`src/rtl/itp_pkg.sv`:
```
// ----------------------------------------------------------------------------
// itp_pkg
// Types, token codes and the precedence function of the infix-to-postfix
// converter.
// ----------------------------------------------------------------------------
package itp_pkg;

    // fixed field widths
    localparam int KIND_W   = 4;
    localparam int OKIND_W  = 3;
    localparam int VAL_W    = 32;
    localparam int ERR_W    = 2;
    localparam int OP_W     = 3;
    localparam int ADDR_W   = 3;
    localparam int DATA_W   = 32;

    // default parameter values
    localparam int DEF_STACK_DEPTH = 16;
    localparam int DEF_VALUE_WIDTH = 32;

    // input token kinds
    localparam logic [KIND_W-1:0] K_NUM   = 4'd0;
    localparam logic [KIND_W-1:0] K_PLUS  = 4'd1;
    localparam logic [KIND_W-1:0] K_POW   = 4'd5;
    localparam logic [KIND_W-1:0] K_OPEN  = 4'd6;
    localparam logic [KIND_W-1:0] K_CLOSE = 4'd7;
    localparam logic [KIND_W-1:0] K_END   = 4'd8;

    // stack entry / output kinds
    localparam logic [OP_W-1:0] OP_NUM   = 3'd0;
    localparam logic [OP_W-1:0] OP_TIMES = 3'd3;
    localparam logic [OP_W-1:0] OP_DIV   = 3'd4;
    localparam logic [OP_W-1:0] OP_POW   = 3'd5;
    localparam logic [OP_W-1:0] OP_OPEN  = 3'd6;
    localparam logic [OP_W-1:0] OUT_END  = 3'd6;

    // end-marker error codes
    localparam logic [ERR_W-1:0] ERR_NONE      = 2'd0;
    localparam logic [ERR_W-1:0] ERR_OVERFLOW  = 2'd1;
    localparam logic [ERR_W-1:0] ERR_UNMATCHED = 2'd2;

    // register word index
    localparam logic REG_IMUL_IDX = 1'b0;

    typedef struct packed {
        logic [KIND_W-1:0] token_kind;
        logic [VAL_W-1:0]  number_value;
    } t_in_word;

    typedef struct packed {
        logic [OKIND_W-1:0] out_kind;
        logic [VAL_W-1:0]   out_value;
        logic               out_last;
        logic [ERR_W-1:0]   out_error;
    } t_out_word;

    // shift command for the stack cells
    typedef struct packed {
        logic push;
        logic pop;
    } t_stk_cmd;

    // ^ binds tightest, then * and /, then + and -
    function automatic logic [1:0] op_prec(input logic [OP_W-1:0] op);
        logic [1:0] p;
        p = 2'd1;
        if (op == OP_POW) begin
            p = 2'd3;
        end else if (op == OP_TIMES || op == OP_DIV) begin
            p = 2'd2;
        end
        return p;
    endfunction

endpackage

```
`src/rtl/itp_cell.sv`:
```
// ----------------------------------------------------------------------------
// itp_cell
// One entry of the shifting operator stack: takes its upper neighbor on a
// push, its lower neighbor on a pop, else holds.
// ----------------------------------------------------------------------------
module itp_cell import itp_pkg::*; (
    input  logic            i_clk,
    input  t_stk_cmd        i_cmd,
    input  logic [OP_W-1:0] i_from_up,
    input  logic [OP_W-1:0] i_from_down,
    output logic [OP_W-1:0] o_entry
);

    logic [OP_W-1:0] r_entry;
    logic [OP_W-1:0] n_entry;

    // shift select
    always_comb begin
        n_entry = r_entry;
        if (i_cmd.push) begin
            n_entry = i_from_up;
        end else if (i_cmd.pop) begin
            n_entry = i_from_down;
        end
    end

    always_ff @(posedge i_clk) begin
        r_entry <= n_entry;
    end

    assign o_entry = r_entry;

endmodule

```
`src/rtl/itp_stack.sv`:
```
// ----------------------------------------------------------------------------
// itp_stack
// Operator stack as a chain of cells; cell 0 is the top of stack.
// ----------------------------------------------------------------------------
module itp_stack import itp_pkg::*; #(
    parameter int STACK_DEPTH = DEF_STACK_DEPTH
) (
    input  logic            i_clk,
    input  t_stk_cmd        i_cmd,
    input  logic [OP_W-1:0] i_push_op,
    output logic [OP_W-1:0] o_top,
    output logic [OP_W-1:0] o_second
);

    logic [OP_W-1:0] w_ent [STACK_DEPTH];

    // cell chain
    for (genvar g = 0; g < STACK_DEPTH; g++) begin : g_cell
        logic [OP_W-1:0] w_up;
        logic [OP_W-1:0] w_down;
        if (g == 0) begin : g_first
            assign w_up = i_push_op;
        end else begin : g_mid_up
            assign w_up = w_ent[g-1];
        end
        if (g == STACK_DEPTH - 1) begin : g_last
            assign w_down = w_ent[g];
        end else begin : g_mid_down
            assign w_down = w_ent[g+1];
        end
        itp_cell u_cell (
            .i_clk       (i_clk),
            .i_cmd       (i_cmd),
            .i_from_up   (w_up),
            .i_from_down (w_down),
            .o_entry     (w_ent[g])
        );
    end

    assign o_top    = w_ent[0];
    assign o_second = w_ent[1];

endmodule

```
`src/rtl/infix_to_postfix_converter_top.sv`:
```
// ----------------------------------------------------------------------------
// infix_to_postfix_converter_top
// Shunting-yard converter: tokens in, postfix tokens out.
// Each postfix word is registered before it leaves; the input stalls while
// the sequencer is busy, so a token is fully handled (operator pops, dropped
// '(', end marker) before the next is taken; output stalls hold the flow.
// Reset (sync, active low): stack empty, no error, implicit * enabled.
// ----------------------------------------------------------------------------
module infix_to_postfix_converter_top import itp_pkg::*; #(
    parameter int STACK_DEPTH = DEF_STACK_DEPTH,
    parameter int VALUE_WIDTH = DEF_VALUE_WIDTH
) (
    input  logic              i_clk,
    input  logic              i_rst_n,
    // token input
    input  logic              i_in_valid,
    input  t_in_word          i_in_data,
    output logic              o_in_stall,
    // postfix output
    output logic              o_out_valid,
    output t_out_word         o_out_data,
    input  logic              i_out_stall,
    // register port
    input  logic              psel,
    input  logic              penable,
    input  logic              pwrite,
    input  logic [ADDR_W-1:0] paddr,
    input  logic [DATA_W-1:0] pwdata,
    output logic [DATA_W-1:0] prdata,
    output logic              pready
);

    localparam int CW = $clog2(STACK_DEPTH + 1);
    localparam int VW = (VALUE_WIDTH < VAL_W) ? VALUE_WIDTH : VAL_W;

    typedef enum logic [6:0] {
        ST_IDLE     = 7'b0000001,
        ST_NUM      = 7'b0000010,
        ST_PLACE    = 7'b0000100,
        ST_PUSHOPEN = 7'b0001000,
        ST_CLOSE    = 7'b0010000,
        ST_FLUSH    = 7'b0100000,
        ST_MARK     = 7'b1000000
    } t_state;

    t_state          r_st, n_st;
    logic [OP_W-1:0] r_op, n_op;
    logic            r_then_open, n_then_open;
    logic [VW-1:0]   r_val, n_val;
    logic [CW-1:0]   r_cnt, n_cnt;
    logic            r_aft, n_aft;
    logic [ERR_W-1:0] r_err, n_err;
    logic            r_imul, n_imul;
    logic            r_oval, n_oval;
    t_out_word       r_out, n_out;

    t_stk_cmd        s_cmd;
    logic [OP_W-1:0] s_push_op;
    logic [OP_W-1:0] w_top, w_second;
    logic            w_out_free, w_in_acc, w_full, w_top_pop, w_sec_pop;
    logic            w_cfg_wr;

    itp_stack #(
        .STACK_DEPTH (STACK_DEPTH)
    ) u_stack (
        .i_clk     (i_clk),
        .i_cmd     (s_cmd),
        .i_push_op (s_push_op),
        .o_top     (w_top),
        .o_second  (w_second)
    );

    // handshake and stack status
    assign o_in_stall = (r_st != ST_IDLE);
    assign w_in_acc   = i_in_valid && (r_st == ST_IDLE);
    assign w_out_free = !r_oval || !i_out_stall;
    assign w_full     = (r_cnt >= CW'(STACK_DEPTH));
    assign w_top_pop  = (r_cnt != '0) && (w_top != OP_OPEN) &&
                        (op_prec(w_top) >= op_prec(r_op));
    assign w_sec_pop  = (r_cnt > CW'(1)) && (w_second != OP_OPEN) &&
                        (op_prec(w_second) >= op_prec(r_op));

    // register port
    assign pready   = 1'b1;
    assign w_cfg_wr = psel && penable && pwrite && (paddr[ADDR_W-1] == REG_IMUL_IDX);
    assign prdata   = (paddr[ADDR_W-1] == REG_IMUL_IDX) ? {{(DATA_W-1){1'b0}}, r_imul} : '0;
    assign n_imul   = w_cfg_wr ? pwdata[0] : r_imul;

    // sequencer
    always_comb begin
        n_st        = r_st;
        n_op        = r_op;
        n_then_open = r_then_open;
        n_val       = r_val;
        n_cnt       = r_cnt;
        n_aft       = r_aft;
        n_err       = r_err;
        n_oval      = r_oval && i_out_stall;
        n_out       = r_out;
        s_cmd       = '0;
        s_push_op   = r_op;

        case (r_st)
            ST_IDLE: begin
                if (w_in_acc) begin
                    n_val = i_in_data.number_value[VW-1:0];
                    case (i_in_data.token_kind) inside
                        K_NUM: begin
                            n_st  = ST_NUM;
                            n_aft = 1'b1;
                        end
                        [K_PLUS:K_POW]: begin
                            n_op        = i_in_data.token_kind[OP_W-1:0];
                            n_then_open = 1'b0;
                            n_st        = ST_PLACE;
                            n_aft       = 1'b0;
                        end
                        K_OPEN: begin
                            n_aft = 1'b0;
                            if (r_imul && r_aft) begin
                                n_op        = OP_TIMES;
                                n_then_open = 1'b1;
                                n_st        = ST_PLACE;
                            end else begin
                                n_st = ST_PUSHOPEN;
                            end
                        end
                        K_CLOSE: begin
                            n_st  = ST_CLOSE;
                            n_aft = 1'b1;
                        end
                        K_END: begin
                            n_st  = ST_FLUSH;
                            n_aft = 1'b0;
                        end
                        default: begin
                            n_st = ST_IDLE;
                        end
                    endcase
                end
            end

            ST_NUM: begin
                if (w_out_free) begin
                    n_oval = 1'b1;
                    n_out  = '{OP_NUM, VAL_W'(r_val), 1'b1, ERR_NONE};
                    n_st   = ST_IDLE;
                end
            end

            // pop higher or equal precedence, then push the operator (overflow error if full)
            ST_PLACE: begin
                if (w_top_pop) begin
                    if (w_out_free) begin
                        n_oval    = 1'b1;
                        n_out     = '{w_top, '0, !w_sec_pop, ERR_NONE};
                        s_cmd.pop = 1'b1;
                        n_cnt     = r_cnt - CW'(1);
                    end
                end else begin
                    if (w_full) begin
                        if (r_err == ERR_NONE) n_err = ERR_OVERFLOW;
                    end else begin
                        s_cmd.push = 1'b1;
                        n_cnt      = r_cnt + CW'(1);
                    end
                    n_st = r_then_open ? ST_PUSHOPEN : ST_IDLE;
                end
            end

            ST_PUSHOPEN: begin
                s_push_op = OP_OPEN;
                if (w_full) begin
                    if (r_err == ERR_NONE) n_err = ERR_OVERFLOW;
                end else begin
                    s_cmd.push = 1'b1;
                    n_cnt      = r_cnt + CW'(1);
                end
                n_st = ST_IDLE;
            end

            // pop down to the matching open parenthesis
            ST_CLOSE: begin
                if (r_cnt == '0) begin
                    if (r_err == ERR_NONE) n_err = ERR_UNMATCHED;
                    n_st = ST_IDLE;
                end else if (w_top == OP_OPEN) begin
                    s_cmd.pop = 1'b1;
                    n_cnt     = r_cnt - CW'(1);
                    n_st      = ST_IDLE;
                end else if (w_out_free) begin
                    n_oval    = 1'b1;
                    n_out     = '{w_top, '0,
                                  (r_cnt == CW'(1)) || (w_second == OP_OPEN), ERR_NONE};
                    s_cmd.pop = 1'b1;
                    n_cnt     = r_cnt - CW'(1);
                end
            end

            // drain the stack, dropping open parentheses
            ST_FLUSH: begin
                if (r_cnt == '0) begin
                    n_st = ST_MARK;
                end else if (w_top == OP_OPEN) begin
                    s_cmd.pop = 1'b1;
                    n_cnt     = r_cnt - CW'(1);
                end else if (w_out_free) begin
                    n_oval    = 1'b1;
                    n_out     = '{w_top, '0, 1'b0, ERR_NONE};
                    s_cmd.pop = 1'b1;
                    n_cnt     = r_cnt - CW'(1);
                end
            end

            ST_MARK: begin
                if (w_out_free) begin
                    n_oval = 1'b1;
                    n_out  = '{OUT_END, '0, 1'b1, r_err};
                    n_err  = ERR_NONE;
                    n_st   = ST_IDLE;
                end
            end

            default: begin
                n_st = ST_IDLE;
            end
        endcase
    end

    // control state
    always_ff @(posedge i_clk) begin
        if (!i_rst_n) begin
            r_st   <= ST_IDLE;
            r_cnt  <= '0;
            r_aft  <= 1'b0;
            r_err  <= ERR_NONE;
            r_imul <= 1'b1;
            r_oval <= 1'b0;
        end else begin
            r_st   <= n_st;
            r_cnt  <= n_cnt;
            r_aft  <= n_aft;
            r_err  <= n_err;
            r_imul <= n_imul;
            r_oval <= n_oval;
        end
    end

    // payload
    always_ff @(posedge i_clk) begin
        r_op        <= n_op;
        r_then_open <= n_then_open;
        r_val       <= n_val;
        r_out       <= n_out;
    end

    assign o_out_valid = r_oval;
    assign o_out_data  = r_out;

endmodule

```
`config.mk`:
```
export PLATFORM = sky130hd
export DESIGN_NAME = infix_to_postfix_converter_top
export DESIGN_NICKNAME = d
export VERILOG_FILES = /design/src/rtl/itp_pkg.sv /design/src/rtl/itp_cell.sv /design/src/rtl/itp_stack.sv /design/src/rtl/infix_to_postfix_converter_top.sv
export SDC_FILE = /design/constraint.sdc
export NUM_CORES = 1
export LEC_CHECK = 0
export BUFFER_PORTS_ARGS = -buffer_cell sky130_fd_sc_hd__buf_2
export CAP_MARGIN = 20
export CORE_MARGIN = 2
export CORE_UTILIZATION = 49
export DETAILED_ROUTE_END_ITERATION = 10
export PLACE_DENSITY = 0.75
export SYNTH_ARGS = -nofsm -noshare
export SYNTH_HDL_FRONTEND = slang
export SYNTH_SLANG_ARGS = --single-unit
```
`constraint.sdc`:
```
create_clock -name i_clk -period 4.15 [get_ports i_clk]
set_input_delay 0.2075 -clock i_clk [delete_from_list [all_inputs] [get_ports i_clk]]
set_output_delay 0.2075 -clock i_clk [all_outputs]
set_load 0.03 [all_outputs]
```
# --- After elaboration in Yosys (flattened, before gate mapping) ---
# Cells that the tools add are included.
op_classes:
  div_mod_pow: 0
  n_reduce_logical: 39
  bitwise: 2
  order_cmp: 6
  eq_ne: 43
  addsub: 2
  n_mux: 99
  multipliers: 0
  shifts: 0
ops:
  columns: ["op", "count"]
  rows:
  - ["2-to-1 mux 38 bit", 10]
  - ["one-hot mux 38 bit (5 select lines)", 1]
  - ["2-to-1 mux 3 bit", 34]
  - ["2-to-1 mux 7 bit", 6]
  - ["one-hot mux 7 bit (5 select lines)", 1]
  - ["!= test 2 bit (second input constant)", 16]
  - ["2-to-1 mux 6 bit", 5]
  - ["2-to-1 mux 5 bit", 5]
  - ["== test 3 bit (second input constant)", 8]
  - ["2-to-1 mux 2 bit", 12]
  - ["2-to-1 mux 1 bit", 18]
  - ["one-hot mux 5 bit (3 select lines)", 1]
  - ["AND reduction 5 bit", 3]
  - ["nonzero test 5 bit", 3]
  - ["logical AND 1 bit", 11]
  - ["AND reduction 11 bit", 1]
  - ["== test 3 x 2 -> 1 bit (second input constant)", 3]
  - ["!= test 3 bit (second input constant)", 3]
  - ["== test 4 x 3 -> 1 bit (second input constant)", 2]
  - ["2-to-1 mux 4 bit", 2]
  - ["one-hot mux 2 bit (4 select lines)", 1]
  - ["== test 7 x 1 -> 1 bit (second input constant)", 1]
  - ["== test 7 x 2 -> 1 bit (second input constant)", 1]
  - ["== test 7 x 3 -> 1 bit (second input constant)", 1]
  - ["other kinds (29)", 42]
totals:
  memories: 0
  ram_bits: 0
  latchBits: 0
  wordCells: 220
  regBits: 139
  output_inout_bits: 73
  romBits: 0

# --- Logic depth before layout (Yosys ltp) ---
logic_depth:
  word_depth: 10
  ltp_mapped: 12
  depth_no_buf: 10

# --- Hierarchy ---
# A second synthesis with hierarchy kept.
unflattened:
  cells_unflattened: 497
  area_unflattened_um2: 6525.0
by_module_without_submodules:
  columns: ["mod", "area_per_inst_um2", "instances", "cells_each"]
  rows:
  - ["infix_to_postfix_converter_top", 4443.0, 1, 385]
  - ["itp_cell", 130.1, 16, 7]

# --- Least setup slack after synthesis ---
# Ideal clock, no wire load.
synth_path:
  path_type: "reg-to-reg"
  from: "reg u_stack.g_cell[0].u_cell.r_entry[2]"
  to: "reg u_stack.g_cell[0].u_cell.r_entry[0], enable pin"
  path_slack_ps: -353
  arrival_ps: 4046
  setup_time_ps: 457
  stages_incl_launch_ff: 11
  synth_period_minus_slack_ps: 4503
  n_path_buf: 1
  cell_sequence: "edfxtp_1 nand3b_1 o21ai_0 ha_1 nor2b_1 a21oi_1 o221ai_4 nor2_1 clkbuf_1 a21oi_1 o21bai_1"
synth_via:
  elab_chain_len: 9
  word_cells_on_any_way: 18
  classes_between: "1 x order compare; 5 x eq/ne; 8 x mux; 4 x reduce/logical"
synth_rtl:
  columns: ["item", "line_no", "text"]
  rows:
  - ["from (decl)", "itp_cell.sv:14", "logic [OP_W-1:0] r_entry;"]
  - ["from (signal assigned)", "itp_cell.sv:28", "r_entry <= n_entry;"]
  - ["== test 3 x 2 -> 1 bit / == test 3 bit (equally long branches)", "itp_pkg.sv:69", "end else if (op == OP_TIMES || op == OP_DIV) begin"]
  - ["logical OR 1 bit", "itp_pkg.sv:69", null]
  - ["2-to-1 mux 2 bit", "itp_pkg.sv:69", null]
  - ["2-to-1 mux 2 bit", "itp_pkg.sv:67", "if (op == OP_POW) begin"]
  - ["greater-or-equal comparator 2 bit", "infix_to_postfix_converter_top.sv:79", "(op_prec(w_top) >= op_prec(r_op));"]
  - ["logical AND 1 bit", "infix_to_postfix_converter_top.sv:78", "assign w_top_pop = (r_cnt != '0) && (w_top != OP_OPEN) &&"]
  - ["2-to-1 mux 1 bit", "infix_to_postfix_converter_top.sv:153", "if (w_top_pop) begin"]
  - ["one-hot mux 1 bit (2 select lines)", "infix_to_postfix_converter_top.sv:103", "case (r_st)"]
  - ["nonzero test 2 bit (no line) *", null, null]
# Every way passes the cells marked *; elsewhere a longest branch is shown, timed or not.
# A chain may end at the register's enable or synchronous reset.

# --- Final worst setup path ---
layout_path:
  from: "reg u_stack.g_cell[0].u_cell.r_entry[2]"
  to: "reg u_stack.g_cell[4].u_cell.r_entry[2], enable pin"
layout_via:
  elab_chain_len: 9
  word_cells_on_any_way: 18
  classes_between: "1 x order compare; 5 x eq/ne; 8 x mux; 4 x reduce/logical"
layout_rtl:
  columns: ["item", "line_no"]
  rows:
  - ["== test 3 x 2 -> 1 bit / == test 3 bit (equally long branches)", "itp_pkg.sv:69"]
  - ["logical OR 1 bit", "itp_pkg.sv:69"]
  - ["2-to-1 mux 2 bit", "itp_pkg.sv:69"]
  - ["2-to-1 mux 2 bit", "itp_pkg.sv:67"]
  - ["greater-or-equal comparator 2 bit", "infix_to_postfix_converter_top.sv:79"]
  - ["logical AND 1 bit", "infix_to_postfix_converter_top.sv:78"]
  - ["2-to-1 mux 1 bit", "infix_to_postfix_converter_top.sv:153"]
  - ["one-hot mux 1 bit (2 select lines)", "infix_to_postfix_converter_top.sv:103"]
  - ["nonzero test 2 bit (no line) *", null]
  - ["to (signal assigned)", "itp_cell.sv:28"]
  - ["to (decl)", "itp_cell.sv:14"]
# Marked as above.

==> qor_table.md <==
| Item | This run | Unit |
| --- | --- | --- |
| Run status | completed | - |
| Number of enable-type register cells in the synthesized netlist | 122 | - |
| Effective utilization at floorplan | 0.497 | - |
| Non-filler cells in the finished layout | 813 | - |
| Remaining number of nets flagged by the antenna check after routing | 0 | - |
| Worst Path Required | 4.20 | ns |
| Switching part of the total power | 0.235 | - |
| Wire length of the first global-routing pass | 20.7 | mm |
| Die extent in y | 119 | um |
| Share of the clock period used by the worst path after layout | 0.839 | - |
| Design internal power | 2.70 | mW |
| Number of global-route vias before repair | 4229 | - |
| Simple logic cell fraction of the synthesized area | 0.137 | - |
| Global-route congestion overflow total | 0 | - |
| Highest Clock Rate | 287 | MHz |
| Starting DRT DRC Count | 423 | - |
| Clk pin slew, worst setup/hold paths | 0.05 | ns |
| Fin Setup TNS | 0 | ns |
| DIE WIDTH | 119 | um |
| Total setup violations reported at the end of the flow | 0 | - |
| Clock tree skew after final layout | 0.00567 | ns |
| Switching Power | 0.829 | mW |
| Leading register cell type out of synthesis | sky130_fd_sc_hd__edfxtp_1 | - |
| Post-CTS setup buffer count | 0 | - |
| Total wire length after detailed routing | 12.8 | mm |
| Clk network pwr share | 0.419 | - |
| Placed wire-length estimate after detailed placement | 8.47 | mm |
| Largest net degree at the start of global routing | 49 | - |
| Total power density per cell area | 446 | nW/um2 |
| Count of pins on the block boundary | 151 | - |
| Sequential fraction of design power | 0.466 | - |
| Crit path buffers/inverters | 1 | - |
| Synth Area in Adders | 0.00962 | - |
| Total Die Area | 14200 | um2 |
| Number of max-capacitance violations reported | 0 | - |
| DR vias | 4366 | - |
| Antenna violations before repair | 0 | - |
| Critical path type | flip-flop to flip-flop | - |
| Final Critical Period | 3.48 | ns |
| Synth Area in Compound Gates | 0.0777 | - |
| Yosys warning count | 0 | - |
| Ant diodes | 0 | - |
| Maximum single-stage delay on the critical path | 0.59 | ns |
| LEAKAGE | 2.95 | nW |
| Post-synthesis sequential area ratio | 0.616 | - |
| Maximum fanout along the worst path | 45 | - |
| Most prevalent standard cell on the critical path | sky130_fd_sc_hd__a21oi_1 | - |
| Total number of nets in the final design | 707 | - |
| Worst endpoint data arrival time | 3.53 | ns |
| Post-synth design cell area | 6500 | um2 |
| Final Util | 0.604 | - |
| Worst hold margin | 0.0557 | ns |
| Share of the synthesized netlist area taken by xor and xnor gates | 0.00808 | - |
| Slowest cell on crit path | sky130_fd_sc_hd__nor2_1 | - |
| Top library cells by usage in the layout, fill and taps aside | 122 x sky130_fd_sc_hd__edfxtp_1, 85 x sky130_fd_sc_hd__buf_2, 35 x sky130_fd_sc_hd__nor2b_1 | - |
| Most frequent standard cell in the layout excluding fill and tap cells | sky130_fd_sc_hd__edfxtp_1 | - |
| Type of the tightest min-delay check | input port to flip-flop | - |
| Filler cell count in the final layout | 987 | - |
| Final routed DRC violation total | 0 | - |
| Share of cells above drive strength 1 | 0.237 | - |
| Unrepaired setup endpoints after global routing | no | - |
| Final weighted congestion of routability-driven global placement | 0.909 | - |
| Routed via count divided by cell count | 5.37 | - |
| Max rail drop VDD | 0.000292 | V |
| Length of the first detailed-routing pass in iterations | 6 | - |
| Post-synthesis cell count | 502 | - |
| Main combinational cell family by area after synthesis | simple AND/OR/NAND/NOR gates | - |
| Logic gate share of total power | 0.115 | - |
| Clock Path Buffers | 2 | - |
| Syn Area/Cell | 13.0 | um2 |
| Clock latency on the worst-skew pair | 0.41 | ns |
| Async S/R FF share, synth | 0 | - |
| H-tree lvl count | 4 | - |
| Rows | 42 | - |
| Number of clock sinks | 139 | - |
| Yosys reg bits | 139 | - |
| Number of cells after detailed placement | 748 | - |
| Num CTS Buffers | 17 | - |
| Cell at the root of the clock tree | sky130_fd_sc_hd__clkbuf_16 | - |
| Startpoint class of the critical path | flip-flop | - |
| Tightest Pin Transition | 0.660 | ns |
| Chain of cells forming the critical path | nand3b_1 -> o21ai_0 -> ha_1 -> nor2b_1 -> a21oi_1 -> o221ai_4 -> nor2_1 -> a21oi_1 -> o21bai_4 -> buf_4 | - |
| Final-report max-slew violation count | 0 | - |
| Endpoint type of the worst setup path | flip-flop | - |
| Headroom to the max-slew limit | 0.558 | - |
| TritonCTS clock tree | built | - |
| Portion of netlist area occupied by mux cells | 0.0914 | - |
| Global routing usage summed across all routing layers | 0.188 | - |
| Synthesis-to-finish area growth | 21.5 | % |
| Top cell family by delay on the critical path | compound AO/OA/AOI/OAI gates | - |
| Count of unique library cells instantiated by Yosys | 67 | - |
| Final Hold Violating Endpoints | 0 | - |
| Port-buffer cells | 85 | - |
| Wirelength per Cell | 15.7 | um |
| Core ar. | 13100 | um2 |
## layer usage
layer,global-route usage,up-vias,routed length (um)
met4,0.0774,0,230
met3,0.0541,25,831
met2,0.314,178,6340
li1,-,2059,-
met1,0.228,2104,5390
met5,0,-,0
## kinds of logic after synthesis
group                      count (synthesis)
buffers and inverters                     62
DFF                                      139
xor gates and xnor gates                   6
adders and majority gates                  5
AOI/OAI and AO/OA                         71
and+or+nand+nor                          163
other                                      2
muxes                                     54
## path summary, 6_finish.rpt
path              depth (start not counted)                                    to                                  from  slack [ns]
setup / recovery                         10   u_stack.g_cell[4].u_cell.o_entry[2]   u_stack.g_cell[0].u_cell.o_entry[2]        0.67
hold reg to reg                           0  u_stack.g_cell[15].u_cell.o_entry[0]  u_stack.g_cell[14].u_cell.o_entry[0]        0.45
hold / removal                            2                                r_imul                               i_rst_n        0.06
setup reg to reg                         10   u_stack.g_cell[4].u_cell.o_entry[2]   u_stack.g_cell[0].u_cell.o_entry[2]        0.67
## final cells by class
class / count / area, um2 / share of cell area
clock buffers: 20 / 437 / 0.0553
clock inverters: 12 / 146 / 0.0185
inverters: 11 / 41.3 / 0.00522
multi-input cells: 331 / 2250 / 0.285
flip-flops and latches: 139 / 4000 / 0.507
well taps: 176 / 220 / 0.0279
repair buffers: 124 / 801 / 0.101
## power by group through the flow
stage | clock [mW] | combinational [mW] | sequential (mW)
after floorplan | 0 | 0.295 | 1.67
after global placement | 0 | 0.364 | 1.67
after detailed placement | 0 | 0.376 | 1.67
after CTS | 1.51 | 0.403 | 1.64
after global routing | 1.56 | 0.442 | 1.65
final | 1.48 | 0.406 | 1.64
## flip-flops by register name, indices dropped and copies added, names as in the netlist
register / count
r_val: 32
r_op: 3
u_stack.g_cell.u_cell.o_entry: 48
r_aft: 1
o_out_data: 38
o_out_valid: 1
r_then_open: 1
r_cnt: 5
r_err: 2
r_st: 7
r_imul: 1
## timing repair
| action | 4_1_cts | 5_1_grt |
|---|---|---|
| hold endpoints to repair | 33 | 0 |
| hold buffers | 33 | 0 |
| gates resized for setup | 0 | 0 |
## Yosys cell counts, types with 3 or more instances
cell	number	area (um2)
sky130_fd_sc_hd__a21oi_1	18	90.1
sky130_fd_sc_hd__a31oi_1	3	18.8
sky130_fd_sc_hd__and2_1	6	37.5
sky130_fd_sc_hd__and3_1	4	25.0
sky130_fd_sc_hd__buf_2	7	35.0
sky130_fd_sc_hd__buf_4	35	263
sky130_fd_sc_hd__clkbuf_1	7	26.3
sky130_fd_sc_hd__dfxtp_1	17	340
sky130_fd_sc_hd__edfxtp_1	122	3660
sky130_fd_sc_hd__ha_1	5	62.6
sky130_fd_sc_hd__inv_1	10	37.5
sky130_fd_sc_hd__mux2_1	25	282
sky130_fd_sc_hd__mux2_2	18	203
sky130_fd_sc_hd__mux2i_1	11	110
sky130_fd_sc_hd__nand2_1	30	113
sky130_fd_sc_hd__nand2b_1	8	50.1
sky130_fd_sc_hd__nand3_1	16	80.1
sky130_fd_sc_hd__nor2_1	23	86.3
sky130_fd_sc_hd__nor2b_1	35	219
sky130_fd_sc_hd__nor3_1	11	55.1
sky130_fd_sc_hd__nor4_1	6	37.5
sky130_fd_sc_hd__o21ai_0	13	65.1
sky130_fd_sc_hd__o21bai_1	3	22.5
sky130_fd_sc_hd__or3_1	5	31.3
sky130_fd_sc_hd__or4_1	3	22.5
sky130_fd_sc_hd__xnor2_1	5	43.8
## worst register-to-register path: cells and delay by family, from the launching register on
family / cells / cell delay (ns)
adders and majority gates: 1 / 0.29
DFF: 1 / 0.47
buffers and inverters: 1 / 0.48
and+or+nand+nor: 3 / 0.82
AOI/OAI and AO/OA: 5 / 1.03
## stage by stage
step	setup slack [ns]	instance area, um2	total power [mW]
after floorplan	0.593	6620	1.97
after global placement	0.788	6990	2.03
after detailed placement	0.731	6990	2.05
after CTS	0.708	7900	3.56
after global routing	0.362	7900	3.65
final	0.669	7900	3.53
Note: power is estimated with default switching activity, not from simulation.
